===== src/hw/rtl/iprf_pkg.sv =====
package iprf_pkg;

    localparam int TABLE_DEPTH = 64;
    localparam int IDX_W = $clog2(TABLE_DEPTH);
    localparam int CNT_W = $clog2(TABLE_DEPTH + 1);

    localparam logic REQ_ADD = 1'b0;
    localparam logic REQ_MATCH = 1'b1;

    localparam logic [1:0] ST_OK = 2'd0;
    localparam logic [1:0] ST_BAD_LEN = 2'd1;
    localparam logic [1:0] ST_FULL = 2'd2;

    typedef struct packed {
        logic        req_type;
        logic        bad_len;
        logic [31:0] address;
        logic [31:0] first;
        logic [31:0] last;
    } cmd_t;

    typedef struct packed {
        logic [1:0] status;
        logic       matched;
    } res_t;

endpackage


===== src/hw/rtl/iprf_front.sv =====
module iprf_front (
    input  logic                 clk,
    input  logic                 rst_n,
    input  logic                 s_tvalid,
    output logic                 s_tready,
    input  logic [39:0]          s_tdata,
    output logic                 q_valid,
    input  logic                 q_ready,
    output iprf_pkg::cmd_t       q_cmd
);

    // two-entry queue towards the table engine
    iprf_pkg::cmd_t buf_reg [2];
    logic [1:0] cnt_reg, cnt_next;
    logic       rd_reg, rd_next;
    logic       wr_ptr;

    iprf_pkg::cmd_t cmd_in;
    logic [5:0]  len;
    logic [31:0] mask;

    always_comb
    begin
        len = s_tdata[38:33];
        if (len == 6'd0)
            mask = 32'd0;
        else
            mask = 32'hffffffff << (6'd32 - len);
        cmd_in.req_type = s_tdata[0];
        cmd_in.address  = s_tdata[32:1];
        cmd_in.bad_len  = (len > 6'd32);
        cmd_in.first    = s_tdata[32:1] & mask;
        cmd_in.last     = (s_tdata[32:1] & mask) | ~mask;
    end

    assign s_tready = (cnt_reg != 2'd2);
    assign q_valid  = (cnt_reg != 2'd0);
    assign q_cmd    = buf_reg[rd_reg];
    assign wr_ptr   = rd_reg ^ cnt_reg[0];

    always_comb
    begin
        cnt_next = cnt_reg;
        rd_next  = rd_reg;
        if (s_tvalid && s_tready)
            cnt_next = cnt_next + 2'd1;
        if (q_valid && q_ready)
        begin
            cnt_next = cnt_next - 2'd1;
            rd_next  = ~rd_reg;
        end
    end

    always_ff @(posedge clk or negedge rst_n)
    begin
        if (!rst_n)
        begin
            cnt_reg <= 2'd0;
            rd_reg  <= 1'b0;
        end
        else
        begin
            cnt_reg <= cnt_next;
            rd_reg  <= rd_next;
        end
    end

    always_ff @(posedge clk)
    begin
        if (s_tvalid && s_tready)
        begin
            buf_reg[wr_ptr] <= cmd_in;
        end
    end

endmodule


===== config.mk =====
export PLATFORM = sky130hd
export DESIGN_NAME = iprf_front
export DESIGN_NICKNAME = d
export VERILOG_FILES = /design/src/hw/rtl/iprf_pkg.sv /design/src/hw/rtl/iprf_front.sv
export SDC_FILE = /design/constraint.sdc
export NUM_CORES = 1
export LEC_CHECK = 0
export ABC_CLOCK_PERIOD_IN_PS = 7400
export BUFFER_PORTS_ARGS = -buffer_cell sky130_fd_sc_hd__buf_4
export CORE_ASPECT_RATIO = 1.2
export CORE_UTILIZATION = 54
export DETAILED_ROUTE_END_ITERATION = 8
export GPL_ROUTABILITY_DRIVEN = 0
export GPL_TIMING_DRIVEN = 0
export PLACE_DENSITY = 0.77
export SYNTH_ARGS = -nofsm -noshare
export SYNTH_HDL_FRONTEND = slang
export SYNTH_SLANG_ARGS = --single-unit

===== constraint.sdc =====
create_clock -name clk -period 7.4 [get_ports clk]
set_clock_uncertainty 0.1 [all_clocks]
set_input_delay 1.48 -clock clk [delete_from_list [all_inputs] [get_ports clk]]
set_output_delay 1.48 -clock clk [all_outputs]
set_load 0.005 [all_outputs]

### After elaboration in Yosys (flattened, before gate mapping)

Memories as Yosys holds them, arrays and structs flattened.
Cells that the tools add are included.

* bitwise gates (word level): 5
* $lt $le $gt $ge: 1
* shift-type cells: 1
* equal/unequal tests: 1
* add/subtract/negate cells: 3
* mux-type cells: 5
* reduce and logical (&&, ||, !) cells: 4

Operators by type and width (count)
* 32-bit bitwise AND: 1
* 32-bit two-way mux: 1
* 32-bit inverter: 1
* 32-bit bitwise OR: 1
* 32-bit by 6-bit << shifter with 32-bit output, first input constant: 1
* 6-bit greater-than comparator, second input constant: 1
* 6-bit logical NOT: 1
* 6-bit subtractor, first input constant: 1
* 2-bit two-way mux: 2
* 2-bit by 1-bit adder with 2-bit output, second input constant: 1
* 1-bit logical AND: 2
* 1-bit two-way mux: 2
* 2-bit != test, second input constant: 1
* 2-bit nonzero test: 1
* 2-bit by 1-bit subtractor with 2-bit output, second input constant: 1
* 1-bit inverter: 1
* 1-bit bitwise XOR: 1

* memories: 1
* memory bits (writable): 196
* word-level logic and storage cells: 23
* register bits after elaboration: 3
* input bits: 44

Memories
* buf_reg: depth 2, width 98, read ports 1, clocked after Yosys merged registers in 0, wr ports 1, RTL line iprf_front.sv:13 `iprf_pkg::cmd_t buf_reg [2];`

### Longest topological paths before layout

* word-level depth: 5
* depth in mapped cells: 8
* gate-level depth less buffers: 7

### Worst setup path after synthesis

OpenSTA, ideal clock, no wires.

* kind: input -> register
* from: in s_tvalid
* to: mem buf_reg[0][0] in the netlist's numbering, enable pin
* data arrival time: 5.642 ns
* stages on the path: 2
* library setup time: 0.555 ns
* path buffers: 0
* slack: 1.103 ns
* required time: 6.745 ns
* cells stage by stage: nand2b_1 -> nor2_1

* longest elaborated chain between the ends: 3

Ends and longest elaborated chain
* start, declared: RTL line iprf_front.sv:4 `input logic s_tvalid,`
* 1-bit logical AND: RTL line iprf_front.sv:70 `if (s_tvalid && s_tready)`
* 1-bit two-way mux: RTL line iprf_front.sv:70
* 1-bit two-way mux (implied by the code): RTL line iprf_front.sv:72 `buf_reg[wr_ptr] <= cmd_in;`
* end, declared: RTL line iprf_front.sv:13

No other way between the ends.

==> key figures <==
Clock tree
  – Reg clk slew, reported paths: 0.06 ns
  – Hold-fix buffers, CTS: 0
  – Worst skew pair latency: 0.42 ns
  – Root Buffer: clkbuf_16
  – Post-CTS Resized: 0
  – CTS Sinks: around 200
  – H-tree depth: 4
  – Inserted Clock Buffers: 17
  – CTS tree: built
  – # Post-CTS Setup Buffers: 0
  – Max Root-Sink Buffers: 2

Final layout
  – Final instance area: 10100 sq um
  – Most common cell after layout, fill and taps aside: edfxtp_1
  – Share of cells above drive strength 1: 44.9%
  – Fill count: just over 1000
  – Most frequent cells in the layout: edfxtp_1, buf_4, mux2_2
  – ANT cells: 0
  – Max reg flops: roughly 200
  – # nets final: 683
  – Finished Layout Cells: about 840
  – Area grow syn2layout: 23.6%

Synth
  – Top cell type by total area after synthesis: edfxtp_1
  – Synth top area share: just over 70%
  – Post-synthesis mux area share: a little over an eighth
  – EDFF count, synth: 196
  – Synth Area in Simple Gates: under 10%
  – Largest cells by area after synthesis: edfxtp_1, mux2_2, nand3b_1
  – Mapped Cells: 468
  – Post-synth cell types: 38
  – Synth warn: 0
  – Syn Area/Cell: approximately 17 sq um
  – Synthesized area: roughly 8200 sq um
  – Main synth FF type: edfxtp_1
  – Post-synthesis sequential area ratio: 73.0%
  – Synth Area in Compound Gates: between 2 and 3%
  – Asr flop ratio synth: 1.51%
  – Area share of xor/xnor cells in the synthesized design: 0.751%
  – Largest family of logic cells by synthesized area: multiplexers
  – Synthesized-area fraction occupied by adder cells: about 1.1%
  – Post-synthesis register bit count: 199
  – Net count after synthesis: a little over 500

Worst setup path
  – WP data required: 5.82 ns
  – WP buf/inv: 3
  – CP Max Fanout: 10
  – Crit-path leading delay family: buffers and inverters
  – Crit path capture type: output pin
  – Worst Setup Start Kind: flip-flop
  – Critical Path Max Stage Delay: 0.67 ns
  – Worst EP arrival: 2.40 ns
  – Critical Path Most Common Cell: clkbuf_1
  – Setup CP Type: reg2out
  – Worst path slowest cell: clkbuf_1
  – Reg2Reg Setup Slack: ~4.5 ns
  – Crit-path cells: clkbuf_1 > clkbuf_1 > mux2_2 > buf_4

STA
  – Worst slew pin tran: roughly 0.81 ns
  – Final hold violation count: 0
  – Slew Limit Fails: 0
  – Setup TNS Final: 0 ns
  – Unrepaired setup endpoints after global routing: false
  – Tmin final: roughly 4 ns
  – Final Cycle Share: 53.8%
  – Worst hold slack: around 0.47 ns
  – # setup viols final: 0
  – Slew margin rel.: 45.9%
  – F_max: around 250 MHz

Power
  – LEAKAGE: between 3 and 4 nW
  – Final Power: 4.09 mW
  – PwrDens: 405 nW/um^2
  – Switch Pwr: ~1.2 mW
  – P_int: 2.91 mW
  – Peak supply drop: approximately 0.19 mV
  – Switching part of the total: about 29%
  – Power share of the combinational group: 36.3%
  – Sequential fraction of design power: between 40% and 50%
  – Clk pwr share: approximately 20%

Hold path
  – Hold Path Class: reg2reg

Placed design
  – Port Buffers: approximately 140
  – Placed standard-cell area: 9570 sq um
  – Hpwl dp: 11.3 mm
  – Inst Count DP: around 810

Floorplanning
  – Chip width: ~110 um
  – Starting Density: between 50% and 60%
  – Die height: approximately 140 um
  – Row Count: 48
  – Core box area: about 15000 sq um
  – Full die area: ~16000 sq um
  – Ports: 144

Route
  – Final WL: 16.8 mm
  – Vias per cell: roughly 5.4
  – Drt wl/cell: between 15 and 20 um
  – Final ANT Viol Nets: 0
  – Pre-Repair DR Iteration Count: 5
  – DRC: 0
  – Starting DRT DRC Count: 199
  – Total number of vias: ~4600

GRT
  – First-pass GRT wire length: about 25 mm
  – Vias in the first global route: 4703
  – Largest net degree at the start of global routing: between 50 and 60
  – GRT Util Overall: 22.5%
  – Congestion Overflow GR: 0
  – Initial antenna violation count: 0

Flow run
  – Max-cap violations: 0

Status
  – Status: finished clean
==> final timing paths <==
kind	cells after the start	startpoint	to
worst max-delay path	4	rd_reg	q_cmd[85]
worst min-delay path	1	cnt_reg[0]	cnt_reg[0]
worst max register to register	5	rd_reg	buf_reg[1][20]
worst min register to register	1	cnt_reg[0]	cnt_reg[0]
max in group asynchronous	1	rst_n	cnt_reg[1]
min in group asynchronous	1	rst_n	cnt_reg[0]
==> metrics by stage <==
| step | worst slack [ns] | utilization, % |
|---|---|---|
| after CTS | 3.34 | 69.2 |
| final | 3.42 | 69.2 |
| after global placement | -1.06 | 64.9 |
| after global routing | 3.29 | 69.2 |
| after detailed placement | 3.45 | 65.6 |
| after floorplan | 1.10 | - |
==> layout make-up <==
class / count / area [sq um] / area share, %
Timing Repair Buffer: 145 / 1150 / 11.4
Buffer: 20 / 131 / 1.30
Sequential cell: 199 / 5960 / 59.1
Clock buffer: 19 / 433 / 4.29
Multi-Input combinational cell: 237 / 2040 / 20.2
Clock inverter: 11 / 86.3 / 0.855
Tap cell: 200 / 250 / 2.48
Inverter: 12 / 45.0 / 0.446
==> cell families after synthesis <==
family,Yosys count
AND/OR/NAND/NOR,88
multiplexers,98
flip-flops,199
XOR/XNOR,7
adder cells (fa/ha/maj),7
AO/OA/AOI/OAI,37
buffers and inverters,32
==> worst reg2reg max path: cells and delay by family, from the launching register on <==
| family | cells | cell delay, ns |
|---|---|---|
| xor+xnor | 1 | 0.38 |
| buf+inv | 3 | 1.13 |
| flops | 1 | 0.32 |
| simple gates | 1 | 0.63 |
==> synthesized netlist by cell type (6+ instances only) <==
cell type and instances:
inv_1 11, ha_1 7, nand3b_1 13, edfxtp_1 196, and3_1 14, nor2_1 7
o21ai_0 14, mux2_2 98, buf_6 6, a21oi_1 9, a211o_1 8, or3_1 9
nand2_1 11, nand2b_1 6, clkbuf_1 9
==> power groups by stage <==
stage | registers [mW] | clock network, mW | logic, mW
floorplan | 1.83 | 0 | 0.737
global placement | 1.87 | 0 | 1.41
detailed placement | 1.80 | 0 | 1.50
CTS | 1.78 | 0.835 | 1.51
global route | 1.81 | 0.870 | 1.59
finish | 1.78 | 0.825 | 1.48
==> per-layer routing <==
| metal | up-vias | share of wire, % | track usage, % |
|---|---|---|---|
| li1 | 2135 | - | - |
| met1 | 2275 | 40 | 27.0 |
| met2 | 157 | 53 | 39.7 |
| met3 | 21 | 5.0 | 4.43 |
| met4 | 0 | 1.7 | 9.31 |
| met5 | - | 0 | 0 |
No activity file was read; power rests on OpenSTA's default activity.
